$ cat src/rtl/core/tmr_pkg.sv
// ============================================================================
// tmr_pkg: shared types and constants of the tile-map collision resolver
// Field widths, register codes, reset values and the item formats that
// travel between the front end, the queue and the back end.
// ============================================================================
`timescale 1ns / 1ps
`default_nettype none

package tmr_pkg;

  localparam int MAP_MAX_COLS_DEF  = 64;
  localparam int MAP_MAX_ROWS_DEF  = 64;
  localparam int TILE_PIXELS_DEF   = 32;
  localparam int FRACTION_BITS_DEF = 4;
  localparam int QUEUE_DEPTH       = 2;

  localparam int POS_W      = 16;
  localparam int DIM_W      = 13;
  localparam int MAP_W      = 7;
  localparam int CELL_W     = 6;
  localparam int IDX_W      = 8;
  localparam int BASE_W     = 16;
  localparam int CFG_IDX_W  = 2;
  localparam int CFG_DATA_W = 13;

  typedef enum logic [CFG_IDX_W-1:0] {
    CFG_BOX_WIDTH  = 2'd0,
    CFG_BOX_HEIGHT = 2'd1,
    CFG_MAP_COLS   = 2'd2,
    CFG_MAP_ROWS   = 2'd3
  } tmr_cfg_idx_t;

  localparam logic [DIM_W-1:0] BOX_WIDTH_RST  = 13'd512;
  localparam logic [DIM_W-1:0] BOX_HEIGHT_RST = 13'd512;
  localparam logic [MAP_W-1:0] MAP_COLS_RST   = 7'd64;
  localparam logic [MAP_W-1:0] MAP_ROWS_RST   = 7'd64;

  localparam logic REQ_WRITE   = 1'b0;
  localparam logic REQ_RESOLVE = 1'b1;

  typedef struct packed {
    logic [DIM_W-1:0] box_width;
    logic [DIM_W-1:0] box_height;
    logic [MAP_W-1:0] map_cols;
    logic [MAP_W-1:0] map_rows;
  } tmr_cfg_t;

  typedef struct packed {
    logic                    req_type;
    logic [CELL_W-1:0]       cell_col;
    logic [CELL_W-1:0]       cell_row;
    logic                    cell_solid;
    logic signed [POS_W-1:0] pos_x;
    logic signed [POS_W-1:0] pos_y;
  } tmr_req_t;

  // A write uses slot 0 of the column and row fields; a resolve uses both
  // slots for the left/right columns and the bottom/top rows.
  typedef struct packed {
    logic                       is_resolve;
    logic                       solid;
    logic signed [POS_W-1:0]    pos_x;
    logic signed [POS_W-1:0]    pos_y;
    logic [1:0][IDX_W-1:0]      col;
    logic [1:0][IDX_W-1:0]      row;
    logic [1:0]                 col_ok;
    logic [1:0]                 row_ok;
    logic [1:0][BASE_W-1:0]     col_base;
    logic [1:0][BASE_W-1:0]     row_base;
  } tmr_entry_t;

endpackage

`default_nettype wire

$ cat src/rtl/core/tmr_queue.sv
// ============================================================================
// tmr_queue: short item queue between front end and back end
// Keeps items in order so that map writes and resolves stay sequenced.
// ============================================================================
`timescale 1ns / 1ps
`default_nettype none

module tmr_queue import tmr_pkg::*; #(
  parameter int DEPTH = QUEUE_DEPTH
) (
  input  logic       clk,
  input  logic       rst,
  input  logic       push,
  input  tmr_entry_t push_data,
  input  logic       pop,
  output tmr_entry_t head,
  output logic       full,
  output logic       empty
);

  localparam int PW = (DEPTH > 1) ? $clog2(DEPTH) : 1;
  localparam int CW = $clog2(DEPTH + 1);

  tmr_entry_t    mem [DEPTH];
  logic [PW-1:0] wr_ptr;
  logic [PW-1:0] rd_ptr;
  logic [CW-1:0] count;

  function automatic logic [PW-1:0] ptr_next(input logic [PW-1:0] p);
    return (p == PW'(DEPTH - 1)) ? '0 : p + PW'(1);
  endfunction

  always_ff @(posedge clk) begin
    if (rst) begin
      wr_ptr <= '0;
      rd_ptr <= '0;
      count  <= '0;
    end else begin
      if (push) begin
        wr_ptr <= ptr_next(wr_ptr);
      end
      if (pop) begin
        rd_ptr <= ptr_next(rd_ptr);
      end
      if (push && !pop) begin
        count <= count + CW'(1);
      end else if (pop && !push) begin
        count <= count - CW'(1);
      end
    end
  end

  always_ff @(posedge clk) begin
    if (push) begin
      mem[wr_ptr] <= push_data;
    end
  end

  assign head  = mem[rd_ptr];
  assign full  = (count == CW'(DEPTH));
  assign empty = (count == '0);

endmodule

`default_nettype wire

$ cat config.mk
export PLATFORM = sky130hd
export DESIGN_NAME = tmr_queue
export DESIGN_NICKNAME = d
export VERILOG_FILES = /design/src/rtl/core/tmr_pkg.sv /design/src/rtl/core/tmr_queue.sv
export SDC_FILE = /design/constraint.sdc
export NUM_CORES = 1
export LEC_CHECK = 0
export BUFFER_PORTS_ARGS = -buffer_cell sky130_fd_sc_hd__buf_4
export CAP_MARGIN = 20
export CORE_MARGIN = 10
export CORE_UTILIZATION = 40
export DETAILED_ROUTE_END_ITERATION = 16
export GPL_TIMING_DRIVEN = 0
export PLACE_DENSITY = 0.74
export SYNTH_ARGS = -nofsm -noshare
export SYNTH_HDL_FRONTEND = slang
export SYNTH_SLANG_ARGS = --single-unit
$ cat constraint.sdc
create_clock -name clk -period 10 [get_ports clk]
set_clock_uncertainty 0.2 [all_clocks]
set_input_delay 1.5 -clock clk [delete_from_list [all_inputs] [get_ports clk]]
set_output_delay 1.5 -clock clk [all_outputs]
set_load 0.01 [all_outputs]
# Word-level counts from Yosys, hierarchy flattened
# Memory sizes are Yosys's and may differ from the RTL's. A register that Yosys moved wholly into a read port is not among the register bits.
# Index checks and enable logic that the tools add are counted.
totals:
  regBits: 4
  mem_bits_rw: 268
  in_bits: 138
  out_inout_bits: 136
  memories: 1
mem_list:
  columns: ["name", "words", "word_bits", "rd", "rd_clocked_by_memory_dff", "wr", "line_no", "rtl"]
  rows:
  - ["mem", 2, 134, 1, 1, 1, "tmr_queue.sv:24", "tmr_entry_t mem [DEPTH];"]
classes:
  add_sub_neg: 4
  n_eq_ne: 1
  mux: 8
  reduce_logical: 6
op_table:
  columns: ["op", "n"]
  rows:
  - ["2-to-1 mux 1 bit", 6]
  - ["2-to-1 mux 2 bit", 2]
  - ["adder 1 bit (second input constant)", 2]
  - ["adder 2 x 1 -> 2 bit (second input constant)", 1]
  - ["== test 2 bit (second input constant)", 1]
  - ["logical AND 1 bit", 2]
  - ["zero test 1 bit", 2]
  - ["zero test 2 bit", 1]
  - ["nonzero test 2 bit", 1]
  - ["subtractor 2 x 1 -> 2 bit (second input constant)", 1]

# Longest topological paths before layout
logic_depth:
  word_depth: 4
  mapped_depth: 5

# Least setup slack after synthesis
# OpenSTA, ideal clock, no wires.
synth_path:
  path_kind: "input to register"
  startpoint: "in push"
  endpoint: "mem mem[0][0] (netlist bit) (enable)"
  setup_time_ps: 645
  arrival_ps: 7304
  path_slack_ps: 1851
  stages: 1
  cell_sequence: "nor2b_1"
synth_between:
  elab_chain_len: 2
synth_lines:
  columns: ["item", "line_no", "rtl"]
  rows:
  - ["from (decl)", "tmr_queue.sv:13", "input logic push,"]
  - ["2-to-1 mux 1 bit", "tmr_queue.sv:54", "if (push) begin"]
  - ["2-to-1 mux 1 bit (implied by the code)", "tmr_queue.sv:55", "mem[wr_ptr] <= push_data;"]
  - ["to (decl)", "tmr_queue.sv:24", null]
# Every way passes these cells.

==> impl_metrics.prom <==
# TYPE chip_impl_metric gauge
chip_impl_metric{name="io_buffers",unit=""} 273
chip_impl_info{name="run_status",value="complete, no violations"} 1
chip_impl_metric{name="placedCellCount",unit=""} 1049
chip_impl_metric{name="wire_length_of_the_first_global_routing_pass",unit="um"} 32260
chip_impl_metric{name="report.power.total",unit="uW"} 2704
chip_impl_metric{name="syn-num-nets",unit=""} 578
chip_impl_metric{name="fp.dieH",unit="um"} 179
chip_impl_metric{name="dieArea",unit="mm^2"} 0.03204
chip_impl_metric{name="postLayoutSetupSlackWorst",unit="ns"} 6.399
chip_impl_metric{name="detail_route.vias_per_cell",unit=""} 4.610
chip_impl_metric{name="slew_headroom",unit="%"} 51.90
chip_impl_metric{name="gr-usage-all-layers",unit="%"} 13.02
chip_impl_metric{name="nets_finish",unit=""} 889
chip_impl_metric{name="number_of_antenna_violations_at_the_first_check_in_global_routing",unit=""} 1
chip_impl_info{name="synthFlopType",value="edfxtp_1"} 1
chip_impl_metric{name="core_region_area",unit="mm^2"} 0.02504
chip_impl_metric{name="slew_violations",unit=""} 0
chip_impl_metric{name="finalHoldViolations",unit=""} 0
chip_impl_metric{name="post_cts_clock_slew_at_the_launch_and_capture_registers_of_the_worst_setup_and_hold_paths",unit="ns"} 0.06
chip_impl_info{name="rr_startpoint",value="wr_ptr"} 1
chip_impl_info{name="tritoncts",value="built"} 1
chip_impl_metric{name="tritoncts_num_sinks",unit=""} 273
chip_impl_metric{name="yosys_register_bits",unit=""} 273
chip_impl_info{name="synth.top_cells.by_count",value="edfxtp_1, mux2_2, mux2_4, buf_6, buf_2"} 1
chip_impl_metric{name="globalRoute.totalOverflow",unit=""} 0
chip_impl_metric{name="netlist_instances",unit=""} 439
chip_impl_metric{name="flow.area_growth_from_synthesis",unit="%"} 34.99
chip_impl_metric{name="post_dp_area",unit="mm^2"} 0.01276
chip_impl_metric{name="postLayoutCellArea",unit="mm^2"} 0.01365
chip_impl_info{name="synthMostInstantiatedCell",value="edfxtp_1"} 1
chip_impl_metric{name="cts_hold_buffers",unit=""} 0
chip_impl_metric{name="wl_per_cell",unit="um"} 19.85
chip_impl_info{name="timing.hold.worst.class",value="reg2reg"} 1
chip_impl_metric{name="setup_viol",unit=""} 0
chip_impl_metric{name="power_per_cell_area",unit="mW/mm^2"} 198.1
chip_impl_metric{name="cts-buffers-inserted",unit=""} 29
chip_impl_metric{name="insertion_delay",unit="ns"} 0.54
chip_impl_metric{name="setup.reg_to_reg.worst_slack",unit="ns"} 7.84
chip_impl_metric{name="rows",unit=""} 58
chip_impl_metric{name="drt_first_iter_violations",unit=""} 220
chip_impl_metric{name="totalWireLength",unit="um"} 21870
chip_impl_info{name="min-delay-start",value="rd_ptr"} 1
chip_impl_metric{name="syn-mean-instance-area",unit="um^2"} 23.03
chip_impl_metric{name="cts_resized",unit=""} 0
chip_impl_metric{name="fp.dieW",unit="um"} 179
chip_impl_metric{name="placement.setup.worst_slack",unit="ns"} 6.522
chip_impl_metric{name="max_clock_freq",unit="MHz"} 277.7
chip_impl_metric{name="first_global_vias",unit=""} 5648
chip_impl_metric{name="seq_area_frac_synth",unit="%"} 80.57
chip_impl_metric{name="min_period",unit="ns"} 3.601
chip_impl_info{name="worst_r2r_endpoint",value="mem[0][116]"} 1
chip_impl_metric{name="cts_max_path_buffers",unit=""} 3
chip_impl_info{name="worst-setup-path-type",value="reg2out"} 1
chip_impl_metric{name="post_synth_instance_area",unit="mm^2"} 0.01011
chip_impl_metric{name="netlist-cell-type-count",unit=""} 16
chip_impl_info{name="synth_largest_area_cell",value="edfxtp_1"} 1
chip_impl_metric{name="cts_htree_levels",unit=""} 1
chip_impl_metric{name="r2r.worst_path.cells",unit=""} 4
chip_impl_info{name="critical_path.startpoint_type",value="flip-flop"} 1
chip_impl_metric{name="start_util",unit="%"} 40.39
chip_impl_metric{name="cts_setup_buffers",unit=""} 0
chip_impl_metric{name="yosysTopAreaCellShare",unit="%"} 79.58
chip_impl_metric{name="worst_ir_drop_vdd",unit="mV"} 0.1554
chip_impl_metric{name="layout-drive-gt1-share",unit="%"} 61.22
chip_impl_metric{name="dp_hpwl",unit="um"} 15860
chip_impl_info{name="unrepaired_setup_endpoints_after_global_routing",value="false"} 1
chip_impl_metric{name="data_arrival_time_of_the_critical_path",unit="ns"} 1.90
chip_impl_metric{name="routabilityCongestion",unit=""} 0.6912
chip_impl_metric{name="antenna_violating_nets_post_route",unit=""} 0
chip_impl_metric{name="path_max_fanout",unit=""} 10
chip_impl_metric{name="timing.hold.worst_path_depth",unit=""} 2
chip_impl_metric{name="floorplan.io_pins",unit=""} 274
chip_impl_metric{name="worst-endpoint-required",unit="ns"} 8.30
chip_impl_metric{name="cellLeakagePower",unit="uW"} 0.005244
chip_impl_metric{name="dr_total_vias",unit=""} 5080
chip_impl_metric{name="synth_enable_flop_cells",unit=""} 268
chip_impl_info{name="clock-root-buffer",value="clkbuf_16"} 1
chip_impl_metric{name="dr.pass1.iters",unit=""} 4
chip_impl_metric{name="drc",unit=""} 0
chip_impl_metric{name="yosys_warnings",unit=""} 0
chip_impl_metric{name="final.period_utilization",unit="%"} 36.01
chip_impl_metric{name="pin_count_of_the_biggest_net_entering_global_routing",unit=""} 53
chip_impl_metric{name="final_cell_count_no_fill",unit=""} 1102
chip_impl_metric{name="synth-async-reset-ratio",unit="%"} 0
chip_impl_metric{name="worst_pin_slew",unit="ns"} 0.7199
chip_impl_info{name="crit_end_element",value="output port"} 1
chip_impl_info{name="synth.area.top_cells",value="edfxtp_1, mux2_4, mux2_2"} 1
chip_impl_metric{name="max_cap_violations",unit=""} 0
area by class of cell:
| class | count | area, um^2 |
|---|---|---|
| Inverter | 1 | 3.754 |
| Clock buffer | 37 | 755.7 |
| Fill cell | 1989 | 11390 |
| Buffer | 15 | 125.1 |
| Clock inverter | 15 | 130.1 |
| Sequential cell | 273 | 8148 |
| Antenna cell | 1 | 2.502 |
| Timing Repair Buffer | 280 | 2227 |
| Multi-Input combinational cell | 150 | 1846 |
| Tap cell | 330 | 412.9 |
cells in the final DEF (no fill, tap or decap), types with 2 or more instances in the layout:
| master | n |
|---|---|
| mux2_2 | 74 |
| edfxtp_1 | 268 |
| dfxtp_1 | 5 |
| xnor2_1 | 2 |
| clkinv_1 | 3 |
| clkbuf_1 | 8 |
| buf_4 | 273 |
| mux2_4 | 60 |
| buf_16 | 5 |
| clkinv_2 | 7 |
| xor2_1 | 2 |
| clkinvlp_4 | 2 |
| buf_6 | 8 |
| nor2_1 | 5 |
| buf_2 | 7 |
| buf_12 | 2 |
| clkbuf_16 | 29 |
| bufinv_16 | 2 |
kinds of logic (layout without fill, tap and decap cells):
| group | Yosys count | in the layout | synth area share [%] |
|---|---|---|---|
| flip-flops | 273 | 273 | 80.57 |
| multiplexers | 134 | 134 | 17.15 |
| buffers and inverters | 16 | 348 | 1.274 |
| AND/OR/NAND/NOR | 9 | 9 | 0.4331 |
| XOR/XNOR | 4 | 4 | 0.3465 |
| AO/OA/AOI/OAI | 2 | 2 | 0.09889 |
| adder cells (fa/ha/maj) | 1 | 1 | 0.1237 |
| other | 0 | 1 | 0 |
power by group:
group	total [uW]	switching [uW]	internal (uW)
clock network	986	404	583
registers	1350	16.0	1340
logic	365	163	202
routing by layer:
layer / wire [um] / up-vias / share of wire [%] / global-route usage [%]
li1: - / 2367 / - / -
met1: 7736 / 2502 / 35 / 13.60
met2: 11470 / 182 / 52 / 23.27
met3: 2324 / 29 / 11 / 5.729
met4: 338 / 0 / 1.5 / 3.583
met5: 0 / - / 0 / 0
through the flow:
step / util, % / hold WS (ns) / TNS [ns]
after floorplan: - / 0.2608 / 0
after global placement: 50.22 / 0.2933 / -260.16
after detailed placement: 50.97 / 0.3063 / 0
after CTS: 54.51 / 0.2883 / 0
after global routing: 54.52 / 0.3553 / 0
final: 54.52 / 0.2919 / 0
worst max-delay path, stage by stage (launching register included):
cell and delay (ns):
dfxtp_1 0.32, buf_6 0.15, buf_6 0.19, buf_6 0.21, mux2_4 0.32, buf_4 0.15
worst max-delay path by stage:
stage / slack [ns] / from / depth (start not counted) / end
2_1_floorplan: 1.85 / push / 1 / mem[0][0]
3_3_place_gp: -1.95 / push / 2 / mem[0][109]
6_report: 6.40 / flip-flop / 5 / head[62]
3_5_place_dp: 6.52 / push / 5 / mem[0][115]
4_1_cts: 6.33 / flip-flop / 5 / head[62]
5_1_grt: 6.28 / flip-flop / 5 / head[62]
flip-flops by register name, indices dropped and copies added (netlist names), named ones only:
register / cells
mem: 268
count: 2
rd_ptr: 1
wr_ptr: 1
Note: power is estimated with default switching activity, not from simulation.
