==> config.mk <==
export PLATFORM = sky130hd
export DESIGN_NAME = tmr_front
export DESIGN_NICKNAME = d
export VERILOG_FILES = /design/src/rtl/core/tmr_pkg.sv /design/src/rtl/core/tmr_front.sv
export SDC_FILE = /design/constraint.sdc
export NUM_CORES = 1
export LEC_CHECK = 0
export BUFFER_PORTS_ARGS = -buffer_cell sky130_fd_sc_hd__buf_2
export CAP_MARGIN = 20
export CORE_UTILIZATION = 23
export CTS_CLUSTER_DIAMETER = 60
export DETAILED_ROUTE_END_ITERATION = 8
export MAX_ROUTING_LAYER = met4
export SYNTH_ARGS = -nofsm -noshare
export SYNTH_HDL_FRONTEND = slang
export SYNTH_SLANG_ARGS = --single-unit
export TNS_END_PERCENT = 5
==> constraint.sdc <==
create_clock -name clk -period 5.7 [get_ports clk]
set_input_delay 0.57 -clock clk [delete_from_list [all_inputs] [get_ports clk]]
set_output_delay 0.57 -clock clk [all_outputs]
set_load 0.005 [all_outputs]
==> src/rtl/core/tmr_pkg.sv <==
// ============================================================================
// tmr_pkg: shared types and constants of the tile-map collision resolver
// Field widths, register codes, reset values and the item formats that
// travel between the front end, the queue and the back end.
// ============================================================================
`timescale 1ns / 1ps
`default_nettype none

package tmr_pkg;

  localparam int MAP_MAX_COLS_DEF  = 64;
  localparam int MAP_MAX_ROWS_DEF  = 64;
  localparam int TILE_PIXELS_DEF   = 32;
  localparam int FRACTION_BITS_DEF = 4;
  localparam int QUEUE_DEPTH       = 2;

  localparam int POS_W      = 16;
  localparam int DIM_W      = 13;
  localparam int MAP_W      = 7;
  localparam int CELL_W     = 6;
  localparam int IDX_W      = 8;
  localparam int BASE_W     = 16;
  localparam int CFG_IDX_W  = 2;
  localparam int CFG_DATA_W = 13;

  typedef enum logic [CFG_IDX_W-1:0] {
    CFG_BOX_WIDTH  = 2'd0,
    CFG_BOX_HEIGHT = 2'd1,
    CFG_MAP_COLS   = 2'd2,
    CFG_MAP_ROWS   = 2'd3
  } tmr_cfg_idx_t;

  localparam logic [DIM_W-1:0] BOX_WIDTH_RST  = 13'd512;
  localparam logic [DIM_W-1:0] BOX_HEIGHT_RST = 13'd512;
  localparam logic [MAP_W-1:0] MAP_COLS_RST   = 7'd64;
  localparam logic [MAP_W-1:0] MAP_ROWS_RST   = 7'd64;

  localparam logic REQ_WRITE   = 1'b0;
  localparam logic REQ_RESOLVE = 1'b1;

  typedef struct packed {
    logic [DIM_W-1:0] box_width;
    logic [DIM_W-1:0] box_height;
    logic [MAP_W-1:0] map_cols;
    logic [MAP_W-1:0] map_rows;
  } tmr_cfg_t;

  typedef struct packed {
    logic                    req_type;
    logic [CELL_W-1:0]       cell_col;
    logic [CELL_W-1:0]       cell_row;
    logic                    cell_solid;
    logic signed [POS_W-1:0] pos_x;
    logic signed [POS_W-1:0] pos_y;
  } tmr_req_t;

  // A write uses slot 0 of the column and row fields; a resolve uses both
  // slots for the left/right columns and the bottom/top rows.
  typedef struct packed {
    logic                       is_resolve;
    logic                       solid;
    logic signed [POS_W-1:0]    pos_x;
    logic signed [POS_W-1:0]    pos_y;
    logic [1:0][IDX_W-1:0]      col;
    logic [1:0][IDX_W-1:0]      row;
    logic [1:0]                 col_ok;
    logic [1:0]                 row_ok;
    logic [1:0][BASE_W-1:0]     col_base;
    logic [1:0][BASE_W-1:0]     row_base;
  } tmr_entry_t;

endpackage

`default_nettype wire

==> src/rtl/core/tmr_front.sv <==
// ============================================================================
// tmr_front: request front end
// Accepts items, finds the corner tiles of a resolve by division with a
// constant reciprocal, checks them against the map in use and queues them.
// ============================================================================
`timescale 1ns / 1ps
`default_nettype none

module tmr_front import tmr_pkg::*; #(
  parameter int MAP_MAX_COLS  = MAP_MAX_COLS_DEF,
  parameter int MAP_MAX_ROWS  = MAP_MAX_ROWS_DEF,
  parameter int TILE_PIXELS   = TILE_PIXELS_DEF,
  parameter int FRACTION_BITS = FRACTION_BITS_DEF
) (
  input  logic       clk,
  input  logic       rst,
  input  logic       take,
  input  tmr_req_t   req,
  input  tmr_cfg_t   cfg,
  input  logic       q_full,
  output logic       busy,
  output logic       push,
  output tmr_entry_t entry
);

  localparam int TILE_UNITS = TILE_PIXELS << FRACTION_BITS;
  localparam logic [15:0] TU16  = 16'(TILE_UNITS);
  localparam logic [16:0] TU17  = 17'(TILE_UNITS);
  localparam logic [31:0] RECIP = 32'((64'd1 << 32) / TILE_UNITS);
  localparam logic [8:0]  MAXC9 = 9'(MAP_MAX_COLS);
  localparam logic [8:0]  MAXR9 = 9'(MAP_MAX_ROWS);

  typedef enum logic [2:0] {
    F_IDLE,
    F_MUL,
    F_BASE,
    F_FIX,
    F_PUSH
  } fstate_t;

  fstate_t     state;
  tmr_req_t    req_q;
  logic        v_neg [4];
  logic [15:0] v_mag [4];
  logic [15:0] quo   [4];
  logic [15:0] base  [4];

  logic signed [16:0] x_ext;
  logic signed [16:0] y_ext;
  logic signed [16:0] v_in  [4];
  logic [47:0]        prod  [4];
  logic [31:0]        bprod [4];
  logic [16:0]        rem   [4];
  logic [8:0]         cols_eff;
  logic [8:0]         rows_eff;
  logic [8:0]         lim   [4];
  logic [3:0]         ok;
  logic               wr_ok;

  always_comb begin
    x_ext   = {req.pos_x[POS_W-1], req.pos_x};
    y_ext   = {req.pos_y[POS_W-1], req.pos_y};
    v_in[0] = x_ext;
    v_in[1] = x_ext + {4'b0000, cfg.box_width};
    v_in[2] = y_ext;
    v_in[3] = y_ext + {4'b0000, cfg.box_height};
    cols_eff = (9'(cfg.map_cols) < MAXC9) ? 9'(cfg.map_cols) : MAXC9;
    rows_eff = (9'(cfg.map_rows) < MAXR9) ? 9'(cfg.map_rows) : MAXR9;
    for (int i = 0; i < 4; i++) begin
      prod[i]  = {32'b0, v_mag[i]} * {16'b0, RECIP};
      bprod[i] = {16'b0, quo[i]} * {16'b0, TU16};
      rem[i]   = {1'b0, v_mag[i]} - {1'b0, base[i]};
      lim[i]   = (i < 2) ? cols_eff : rows_eff;
      ok[i]    = !v_neg[i] && (quo[i] < {7'b0, lim[i]});
    end
    wr_ok = (9'(req_q.cell_col) < MAXC9) && (9'(req_q.cell_row) < MAXR9);
  end

  always_comb begin
    entry.is_resolve  = (req_q.req_type == REQ_RESOLVE);
    entry.solid       = req_q.cell_solid;
    entry.pos_x       = req_q.pos_x;
    entry.pos_y       = req_q.pos_y;
    entry.col[0]      = quo[0][IDX_W-1:0];
    entry.col[1]      = quo[1][IDX_W-1:0];
    entry.row[0]      = quo[2][IDX_W-1:0];
    entry.row[1]      = quo[3][IDX_W-1:0];
    entry.col_ok      = {ok[1], ok[0]};
    entry.row_ok      = {ok[3], ok[2]};
    entry.col_base[0] = base[0];
    entry.col_base[1] = base[1];
    entry.row_base[0] = base[2];
    entry.row_base[1] = base[3];
    if (req_q.req_type == REQ_WRITE) begin
      entry.col[0]    = {2'b00, req_q.cell_col};
      entry.row[0]    = {2'b00, req_q.cell_row};
      entry.col_ok[0] = wr_ok;
    end
  end

  assign busy = (state != F_IDLE);
  assign push = (state == F_PUSH) && !q_full;

  always_ff @(posedge clk) begin
    if (rst) begin
      state <= F_IDLE;
    end else begin
      case (state)
        F_IDLE: begin
          if (take) begin
            req_q <= req;
            for (int i = 0; i < 4; i++) begin
              v_neg[i] <= v_in[i][16];
              v_mag[i] <= v_in[i][15:0];
            end
            state <= (req.req_type == REQ_RESOLVE) ? F_MUL : F_PUSH;
          end
        end
        F_MUL: begin
          for (int i = 0; i < 4; i++) begin
            quo[i] <= prod[i][47:32];
          end
          state <= F_BASE;
        end
        F_BASE: begin
          for (int i = 0; i < 4; i++) begin
            base[i] <= bprod[i][15:0];
          end
          state <= F_FIX;
        end
        F_FIX: begin
          for (int i = 0; i < 4; i++) begin
            if (rem[i] >= TU17) begin
              quo[i]  <= quo[i] + 16'd1;
              base[i] <= base[i] + TU16;
            end
          end
          state <= F_PUSH;
        end
        F_PUSH: begin
          if (!q_full) begin
            state <= F_IDLE;
          end
        end
        default: begin
          state <= F_IDLE;
        end
      endcase
    end
  end

endmodule

`default_nettype wire

* Word level (Yosys, flattened, before mapping)
Memories as Yosys holds them, arrays and structs flattened. Index checks and enable logic that the tools add are counted.
Word-level totals: input bits 90, memory bits (writable) 196, flip-flop bits (word level) 49, logic and storage cells 107, output and inout port bits 136, memories kept 4
Memories:
- base | words 4, width 16, read ports 4, clocked after Yosys merged registers in 0, write ports 4, RTL line tmr_front.sv:46 | logic [15:0] base [4];
- quo | words 4, width 16, read ports 4, clocked after Yosys merged registers in 0, write ports 4, RTL line tmr_front.sv:45 | logic [15:0] quo [4];
- v_mag | words 4, width 16, read ports 4, clocked after Yosys merged registers in 0, write ports 4, RTL line tmr_front.sv:44 | logic [15:0] v_mag [4];
- v_neg | words 4, width 1, read ports 4, clocked after Yosys merged registers in 0, write ports 4, RTL line tmr_front.sv:43 | logic v_neg [4];
Cells by class: multiplexer cells 43, eq/ne operators 6, $add $sub $neg 14, reduce and logical (&&, ||, !) cells 14, bitwise logic cells 9, $lt $le $gt $ge 10
Operators by type and width (count):
- two-way mux 16 bit | 8
- greater-or-equal comparator 17 x 10 -> 1 bit (second input constant) | 4
- subtractor 16 x 16 -> 17 bit | 4
- adder 16 x 1 -> 16 bit (second input constant) | 4
- adder 16 x 10 -> 16 bit (second input constant) | 4
- < comparator 16 x 7 -> 1 bit | 4
- adder 16 x 14 -> 17 bit | 2
- two-way mux 1 bit | 27
- two-way mux 8 bit | 2
- one-hot mux 3 bit (5 select lines) | 1
- < comparator 7 bit (second input constant) | 2
- two-way mux 7 bit | 2
- two-way mux 3 bit | 3
- bitwise OR 1 bit | 8
- equality test 3 x 2 -> 1 bit (second input constant) | 2
- logical AND 1 bit | 5
- zero test 1 bit | 5
- inequality test 2 bit (second input constant) | 2
- equality test 3 x 1 -> 1 bit (second input constant) | 1
- equality test 3 bit (second input constant) | 1
- zero test 3 bit | 1
- AND reduction 3 bit | 1
- nonzero test 3 bit | 1
- AND reduction 2 bit | 1
- inverter 1 bit | 1

* Logic depth before layout (Yosys ltp)
Gate-level depths: netlist of run 1. An unclocked memory read counts as a cell.
depth in word-level cells 8, depth in mapped cells 11, gate-level depth less buffers 9

* Worst setup path before layout of run 1
No wires, ideal clock.
kind reg2reg, start point register state[1], end point register req_q, in the netlist entry[100], enable pin, library setup time 507 ps, buffers on the path 1, clock period less this slack 4513 ps, path slack 1187 ps, arrival 4006 ps, data required time 5193 ps, cell stages (with the launch flop) 4, path through dfxtp_1 -> clkbuf_1 -> or3_1 -> nor3_1
On the way: longest elaborated chain between the ends 2
RTL lines:
- from (decl) | RTL line tmr_front.sv:41 | fstate_t state;
- from (signal assigned) | RTL line tmr_front.sv:116 | state <= (req.req_type == REQ_RESOLVE) ? F_MUL : F_PUSH;
- zero test 3 bit | RTL line tmr_front.sv:108 | case (state)
- AND reduction 3 bit (no source line)
- to (signal assigned) | RTL line tmr_front.sv:111 | req_q <= req;
- to (decl) | RTL line tmr_front.sv:42 | tmr_req_t req_q;
Every way passes these cells. A chain may end at the register's enable or synchronous reset.

==> results of run 1 <==
==> cells in the mapped netlist (3+ instances only) <==
| master | count |
|---|---|
| nor3_2 | 3 |
| mux2_4 | 8 |
| buf_4 | 87 |
| xor2_1 | 37 |
| inv_1 | 63 |
| fa_1 | 6 |
| xnor2_1 | 55 |
| nand2_1 | 53 |
| o21ai_0 | 23 |
| and3_1 | 19 |
| nand3b_1 | 3 |
| a31oi_1 | 10 |
| and2_1 | 4 |
| nor2_1 | 74 |
| nand4_1 | 12 |
| a21o_1 | 13 |
| nand3_1 | 53 |
| mux2i_1 | 15 |
| edfxtp_1 | 168 |
| a211o_1 | 3 |
| nor3_1 | 19 |
| nand2b_1 | 5 |
| o21bai_1 | 5 |
| buf_2 | 6 |
| clkbuf_1 | 7 |
| a32oi_1 | 3 |
| ha_1 | 86 |
| nor4_1 | 8 |
| dfxtp_1 | 3 |
| a21oi_1 | 41 |
| o21a_1 | 9 |
| a21boi_0 | 4 |
| and4_1 | 5 |
| mux2_2 | 48 |
| nor2b_1 | 13 |
==> placed cells by master, fill, tap and decap left out, types with 6 or more instances in the layout <==
cell type / count
nor2b_1: 13
buf_4: 6
nand3_1: 53
nor2_1: 74
ha_1: 86
xnor2_1: 55
nor4_1: 8
nand4_1: 12
mux2_4: 8
o21ai_0: 23
mux2i_1: 15
fa_1: 6
buf_2: 189
clkbuf_16: 17
o21a_1: 9
a21o_1: 13
xor2_1: 37
inv_1: 63
edfxtp_1: 168
conb_1: 36
a21oi_1: 41
nor3_1: 17
nand2_1: 53
mux2_2: 48
and3_1: 19
a31oi_1: 10
==> final timing paths <==
path / endpoint / cells after the start / start / slack (ns)
max: quo[0][53] / 9 / base[0][57] / 2.45
min: req_q[37] / 1 / req[37] / 0.27
max reg2reg: quo[0][53] / 9 / base[0][57] / 2.45
min reg2reg: state[1] / 2 / state[0] / 0.61
==> report_power, final <==
| group | total, µW | switching [µW] | internal (µW) |
|---|---|---|---|
| logic | 445 | 252 | 193 |
| registers | 1520 | 59.9 | 1460 |
| clock network | 1320 | 541 | 783 |
| total | 3290 | 853 | 2440 |
==> routing by layer <==
layer,share of wire,track usage
met1,0.43,0.1390
met2,0.49,0.2003
met3,0.052,0.03372
met4,0.023,0.04973
met5,0,-
==> flip-flops by register name, indices dropped and copies added (netlist names) <==
name   cells
base      28
req_q     12
quo       64
entry     34
v_mag     28
v_neg      2
state      3
==> critical path: cells and delay by family (launching register included) <==
kind | cells | cell delay [ns]
AOI/OAI and AO/OA | 4 | 0.83
buffers and inverters | 1 | 0.24
and+or+nand+nor | 2 | 0.59
adders and majority gates | 2 | 0.68
DFF | 1 | 0.47
==> final cells by class <==
type / count / area, µm² / area share
multi-input cells: 704 / 5230 / 0.4025
flip-flops and latches: 171 / 5105 / 0.3929
repair buffers: 196 / 1006 / 0.07742
well taps: 615 / 769.5 / 0.05922
clock buffers: 19 / 432.9 / 0.03332
inverters: 63 / 236.5 / 0.01820
clock inverters: 13 / 214.0 / 0.01647
==> through the flow <==
step,util,worst slack [ns]
floorplan,-,1.187
global placement,0.2577,2.647
detailed placement,0.2577,2.501
CTS,0.2713,2.466
global route,0.2716,2.196
finish,0.2716,2.449
==> cell families (layout without fill, tap and decap cells) <==
logic type | count (synthesis) | in the layout | share of synthesized area
AND/OR/NAND/NOR | 283 | 283 | 0.1271
flip-flops | 171 | 171 | 0.4573
buffers and inverters | 165 | 291 | 0.08754
AO/OA/AOI/OAI | 129 | 129 | 0.07476
adder cells (fa/ha/maj) | 92 | 92 | 0.1072
XOR/XNOR | 92 | 92 | 0.07218
multiplexers | 72 | 72 | 0.07364
other | 1 | 36 | 0.0003359
==> metrics, run 1 <==
status finished, final reports clean; CP max stage cell edfxtp_1; gpl congestion 0.8292; Layout Skew 0.009515 ns; Vias 7928; Hold Slack 0.2702 ns; Finished Layout Cells 1781; CTS H-tree lvls 4; Critical Path, Cell by Cell ha_1 > fa_1 > nor2b_1 > o21ai_0 > a21boi_0 > a32oi_1 > o41ai_2 > buf_4 > nand2_1; P per Cell Area 253.2 mW/mm²; VDD IR-drop max 186.3 µV; largest net degree at the start of global routing 47; Worst-Margin Slew 1.067 ns; Avg Cell Area, Syn 11.11 µm²; distinct cell type count after synthesis 60; CTS tree built; Die Ht 222.3 µm; cts repair resizes 0; Setup crit start kind flop; placed inst area 0.01233 mm²; initial antenna violation count 3; post-CTS setup repair buffer count 0; WL per Instance 16.42 µm; crit end category flop; dominant cell type by area after synthesis edfxtp_1; cell total after placement 1748; Synth Instances 1005; clock transition at the registers of the reported paths 0.07 ns; fill count 5032; die area 0.04942 mm²; first-pass GRT wire length 43.90 mm; largest cells by area after synthesis edfxtp_1, ha_1, buf_4; share of cells above drive strength 1 0.2504; Max stage delay on crit path 0.47 ns; synth warn 0; CTS Buf Count 17; die width 222.3 µm; Worst Path Required 5.75 ns; number of global-route vias before repair 7867; Ant. Diodes 0; worst min-delay path class input port to flop; sum of negative setup slack 0 ns; data arrival time of the critical path 3.30 ns; Primary FF master, synth edfxtp_1; RSZ-0062 raised after global routing no; Pre-Repair DR Iteration Count 5; minimum clock period 3.251 ns; GRT Total Usage 0.1217; CTS Hold Bufs 0; GRT Residual Overflow 0; clock sink count 171; number of synthesized flops with an enable pin 168; Syn Std Cell Area 0.01116 mm²; initial core utilization 0.2333; DP HPWL 22.25 mm; DRC Markers 0; CTS max path bufs 2; Root Driver clkbuf_16; DRT Wirelength 29.25 mm; endpoints failing setup 0; Leakage 0.005238 µW; Row Count 80; core region area 0.04785 mm²; worst relative slew slack 0.2849; register bit count reported by yosys 171; sequential fraction of the synthesis area 0.4573; final critical-path share of the clock period 0.5703; Hold Violations, Final 0; Max Fanout on Critical Path 16; total of max-cap violations 0; critical path type flop to flop; DR iter-0 viols 369; Pins Over Slew Limit 0; Post-synth ARST share 0; Top Ports 226; Synth top area share 0.4519; fmax 307.6 MHz; DRT antenna net count 0; area grow syn2layout 16.40%; total power 3290 µW; latest clock arrival within the worst-skew pair 0.47 ns; layout net count 1335; vias per cell 4.451; # port buffers 189; Final Instance Area 0.01299 mm²
(Power assumes the default switching activity.)
==> run 2: changes to the inputs <==
==> constraint.sdc (replaced) <==
create_clock -name clk -period 3.1 [get_ports clk]
set_input_delay 0.31 -clock clk [delete_from_list [all_inputs] [get_ports clk]]
set_output_delay 0.31 -clock clk [all_outputs]
set_load 0.005 [all_outputs]
==> run 2 against run 1 <==
  * Non-clock buffer count increased by 42
  * Clock skew about the same
  * Worst setup slack got worse by 2.2 ns
  * Largest power group unchanged
==> metrics, run 2 (synthesis results as in run 1) <==
status finished, final reports clean; Final Core Density 0.2775 (+0.005963); CTS tree built; initial antenna violation count 5 (+2); depth of the worst hold-timing path 1 (unchanged); Worst-Margin Slew 0.7853 ns (-0.2816 ns); gpl congestion 0.8632 (+4.1%); share of cells above drive strength 1 0.2492 (-0.001257); DRT Wirelength 28.87 mm (-1.3%); Worst Path Required 3.32 ns (-2.43 ns); post-CTS setup repair buffer count 0 (unchanged); first-pass GRT wire length 44.27 mm (+0.85%); Hold Violations, Final 0 (unchanged); cell total after placement 1760 (+0.69%); data arrival time of the critical path 3.09 ns (-0.21 ns); Max Fanout on Critical Path 13 (-3); DRT antenna net count 0 (unchanged); P per Cell Area 423.8 mW/mm² (+67%); critical path type flop to flop; # port buffers 189 (unchanged); Die Ht 222.3 µm (unchanged); Root Driver clkbuf_16; CTS H-tree lvls 4 (unchanged); fmax 348.9 MHz (+13%); number of global-route vias before repair 8039 (+2.2%); CTS Buf Count 17 (unchanged); CTS max path bufs 2 (unchanged); vias per cell 4.366 (-1.9%); Setup crit start kind flop; GRT Residual Overflow 0 (unchanged); worst min-delay path class input port to flop; Leakage 0.005353 µW (+2.2%); DR iter-0 viols 433 (+17%); Pre-Repair DR Iteration Count 5 (unchanged); VDD IR-drop max 346.4 µV (+86%); NetSw 1542 µW (+81%); Comb power frac 0.153 (+0.018); Row Count 80 (unchanged); die width 222.3 µm (unchanged); sum of negative setup slack 0 ns (unchanged); total of max-cap violations 0 (unchanged); final critical-path share of the clock period 0.9246 (+0.3543); DRC Markers 0 (unchanged); Top Ports 226 (unchanged); Pins Over Slew Limit 0 (unchanged); clock sink count 171 (unchanged); largest net degree at the start of global routing 31 (-34%); max reg flops 64 (unchanged); Switching Share 0.2739 (+0.01469); total power 5627 µW (+71%); r2r worst-path depth 8 (-1); minimum clock period 2.866 ns (-0.3844 ns); layout net count 1377 (+3.1%); DP HPWL 22.38 mm (+0.58%); most flop-heavy register quo; core region area 0.04785 mm² (unchanged); Layout Skew 0.009560 ns (+0.00004477 ns); Finished Layout Cells 1826 (+2.5%); WL per Instance 15.81 µm (-3.7%); most frequent cells in the layout buf_2, edfxtp_1, ha_1; Hold Slack 0.04497 ns (-0.2252 ns); endpoints failing setup 0 (unchanged); initial core utilization 0.2333 (unchanged); Vias 7972 (+0.55%); Int Pwr 4086 µW (+68%); clock share of power 0.351 (-0.051); most common cell after layout, fill and taps aside buf_2; die area 0.04942 mm² (unchanged); worst relative slew slack 0.4736 (+0.1888); crit end category flop; GRT Total Usage 0.1226 (+0.0008433); clock transition at the registers of the reported paths 0.07 ns (about the same); area grow syn2layout 18.95%; RSZ-0062 raised after global routing no; fill count 4944 (-1.7%); part of the power in registers 0.496 (+0.034); latest clock arrival within the worst-skew pair 0.48 ns (about the same)
-- run 2: cell types whose count changed in the layout (fill, tap and decap cells not counted), sizes merged, moves of 3 or more --
cell	delta
dlygate4sd3	+31
buf	+11
bufinv	-5
clkinvlp	+5
diode	+3
inv	-3
-- run 2: final cells by class --
cell class	count	area, µm²	share of cell area
Inverter	63	236.5	0.01781
Clock inverter	12	76.32	0.005748
Timing Repair Buffer	238	1404	0.1057
Clock buffer	20	436.7	0.03288
Multi-Input combinational cell	704	5244	0.3949
Tap cell	615	769.5	0.05795
Antenna cell	3	7.507	0.0005653
Sequential cell	171	5105	0.3844
-- run 2: power by group through the flow --
stage	sequential, µW	combinational, µW	clock [µW]
finish	2790	861	1980
global route	2800	965	2120
CTS	2790	872	2050
detailed placement	2840	835	0
global placement	2840	810	0
floorplan	2790	608	0
-- run 2: metal layers --
layer,share of wire,track usage
met1,0.46,0.1468
met2,0.47,0.1963
met3,0.045,0.03504
met4,0.018,0.04189
met5,0,-
-- run 2: worst max-delay path: stages (launching register included) --
cell and delay, ns:
edfxtp_1 0.39, ha_1 0.24, fa_1 0.41, nor2b_1 0.13, o21ai_0 0.11, a21boi_0 0.19
a32oi_1 0.12, o41a_2 0.68, mux2_2 0.33
-- run 2: final timing paths --
kind	startpoint	end	slack [ns]
setup / recovery	base[0][57]	base[0][62]	0.23
hold / removal	req[25]	v_mag[0][9]	0.04
setup reg to reg	base[0][57]	base[0][62]	0.23
hold reg to reg	v_mag[0][11]	quo[0][2]	0.61
-- run 2: metrics by stage --
| stage | setup slack, ns | cell area (µm²) |
|---|---|---|
| floorplan | 0.01854 | 11310 |
| global placement | 0.2424 | 12450 |
| detailed placement | 0.2125 | 12450 |
| CTS | 0.2001 | 13270 |
| global route | 0.08700 | 13280 |
| finish | 0.2338 | 13280 |
-- run 2: repair_timing --
item / CTS / global route
endpoints found under the hold margin: 31 / 0
resized for setup: 0 / 1
hold buffers: 31 / 0
endpoints found under the setup margin: 0 / 8
==> run 3: changes to the inputs <==
--- a/config.mk
+++ b/config.mk
@@ -7,10 +7,11 @@
 export LEC_CHECK = 0
 export BUFFER_PORTS_ARGS = -buffer_cell sky130_fd_sc_hd__buf_2
 export CAP_MARGIN = 20
-export CORE_UTILIZATION = 23
+export CORE_UTILIZATION = 38
 export CTS_CLUSTER_DIAMETER = 60
 export DETAILED_ROUTE_END_ITERATION = 8
 export MAX_ROUTING_LAYER = met4
+export PLACE_DENSITY = 0.68
 export SYNTH_ARGS = -nofsm -noshare
 export SYNTH_HDL_FRONTEND = slang
 export SYNTH_SLANG_ARGS = --single-unit
==> run 3 against run 2 <==
  * Count of clock-buffer cells in the layout decreased by 3
  * First-iteration DRC count increased by 32%
  * Wire length decreased by 9.7%
  * Flip-flop and latch count unchanged
  * Sequential power about the same
  * Critical path depth unchanged
  * Cell area decreased by 3.7%
  * Hold slack improved by 0.0049 ns
  * Final cell count decreased by 14%
  * Via count decreased by 0.39%
  * Register-to-register slack got worse by 0.04 ns
  * Non-clock buffer count decreased by 30
  * Critical path type unchanged
==> metrics, run 3 (synthesis results as in run 1) <==
most common cell after layout, fill and taps aside buf_2; post-CTS setup repair buffer count 0 (unchanged); DP HPWL 19.82 mm (-11%); WL per Instance 16.64 µm (+5.2%); first-pass GRT wire length 41.50 mm (-6.3%); Critical Path, Cell by Cell ha_1 > fa_1 > nor2b_1 > o21ai_0 > a21boi_0 > a32oi_1 > o41a_4 > mux2_2; Comb power frac 0.140 (-0.013); DR iter-0 viols 572 (+32%); Worst-Margin Slew 0.7214 ns (-0.06384 ns); share of cells above drive strength 1 0.2615 (+0.01229); Final Core Density 0.4444 (+0.1669); core region area 0.02878 mm² (-40%); Int Pwr 4336 µW (+6.1%); total of max-cap violations 0 (unchanged); gpl congestion 0.8551 (-0.94%); fmax 344.3 MHz (-1.3%); Layout Skew 0.008582 ns (-0.0009776 ns); data arrival time of the critical path 3.08 ns (about the same); Vias 7941 (-0.39%); most frequent cells in the layout buf_2, edfxtp_1, ha_1; clock sink count 171 (unchanged); clock transition at the registers of the reported paths 0.07 ns (about the same); die width 173.4 µm (-22%); Leakage 0.005291 µW (-1.2%); # port buffers 189 (unchanged); initial core utilization 0.3879 (+0.1546); CTS max path bufs 2 (unchanged); final critical-path share of the clock period 0.9368 (+0.01224); CTS Hold Bufs 0 (-100%); endpoints failing setup 0 (unchanged); GRT Total Usage 0.1822 (+0.05968); NetSw 1526 µW (-1.0%); latest clock arrival within the worst-skew pair 0.43 ns (-0.05 ns); number of global-route vias before repair 7748 (-3.6%); GRT Residual Overflow 0 (unchanged); CTS tree built; Max stage delay on crit path 0.63 ns (-0.05 ns); status finished, final reports clean; RSZ-0062 raised after global routing no; P per Cell Area 458.3 mW/mm² (+8.1%); worst relative slew slack 0.5190 (+0.04541); cell total after placement 1530 (-13%); Hold Violations, Final 0 (unchanged); area grow syn2layout 14.58%; initial antenna violation count 5 (unchanged); Setup crit start kind flop; vias per cell 5.068 (+16%); Die Ht 173.4 µm (-22%); Hold Slack 0.04983 ns (+0.004866 ns); Finished Layout Cells 1567 (-14%); placed inst area 0.01215 mm² (-2.4%); Root Driver clkbuf_16; clock share of power 0.385 (+0.034); Row Count 62 (-23%); sum of negative setup slack 0 ns (unchanged); DRC Markers 0 (unchanged); Top Ports 226 (unchanged); max reg flops 64 (unchanged); most flop-heavy register quo; Switching Share 0.2603 (-0.01368); Pre-Repair DR Iteration Count 5 (unchanged); DRT antenna net count 0 (unchanged); CTS Buf Count 17 (unchanged); CTS H-tree lvls 4 (unchanged); Worst Path Required 3.28 ns (-0.04 ns); worst min-delay path class input port to flop; critical path type flop to flop; crit end category flop; Final Instance Area 0.01279 mm² (-3.7%); layout net count 1347 (-2.2%); die area 0.03007 mm² (-39%); part of the power in registers 0.475 (-0.021); DRT Wirelength 26.07 mm (-9.7%); CP max stage cell o41a_4; Pins Over Slew Limit 0 (unchanged); VDD IR-drop max 411.1 µV (+19%); minimum clock period 2.904 ns (+0.03793 ns); Max Fanout on Critical Path 13 (unchanged); largest net degree at the start of global routing 47 (+52%)
[run 3: metrics by stage]
| stage | total power [µW] | worst slack, ns |
|---|---|---|
| floorplan | 3402 | 0.01854 |
| global placement | 3625 | 0.2392 |
| detailed placement | 3651 | 0.1318 |
| CTS | 5921 | 0.1156 |
| global route | 6116 | 0.003245 |
| finish | 5862 | 0.1959 |
[run 3: path summary, 6_finish.rpt]
path	slack [ns]	cells past startpoint	endpoint	from
hold / removal	0.05	1	req_q[35]	req[35]
hold reg to reg	0.60	1	quo[0][4]	v_mag[0][13]
setup / recovery	0.20	8	quo[0][50]	base[0][57]
setup reg to reg	0.20	8	quo[0][50]	base[0][57]
[run 3: what timing repair did]
item                                    CTS  global route
endpoints found under the setup margin    0            11
resized for setup                         0             3
endpoints found under the hold margin     0             0
[run 3: final cells by class]
cell class,count,area (µm²)
fillers,2678,15990
multi-input cells,704,5255
flip-flops and latches,171,5105
repair buffers,208,1089
well taps,384,480.5
clock buffers,17,425.4
inverters,63,236.5
clock inverters,15,187.7
diodes,5,12.51
[run 3: power by group through the flow]
| stage | Clock, µW | Sequential, µW | Combinational [µW] |
|---|---|---|---|
| after floorplan | 0 | 2790 | 608 |
| after global placement | 0 | 2830 | 794 |
| after detailed placement | 0 | 2830 | 817 |
| after CTS | 2310 | 2780 | 824 |
| after global routing | 2400 | 2800 | 923 |
| final | 2250 | 2790 | 822 |
[run 3: critical path: cells and delay by family, from the launching register on]
kind                     cells  cell delay, ns
AND/OR/NAND/NOR              1            0.12
flip-flops                   1            0.40
AO/OA/AOI/OAI                4            1.17
adder cells (fa/ha/maj)      2            0.65
multiplexers                 1            0.31
[run 3: metal layers]
layer	up-vias	part of all wire	routed length (µm)	track usage
li1	3842	-	-	-
met1	3823	0.45	11780	0.2299
met2	247	0.48	12570	0.2943
met3	29	0.047	1214	0.03531
met4	0	0.019	505	0.05752
met5	-	0	0	-
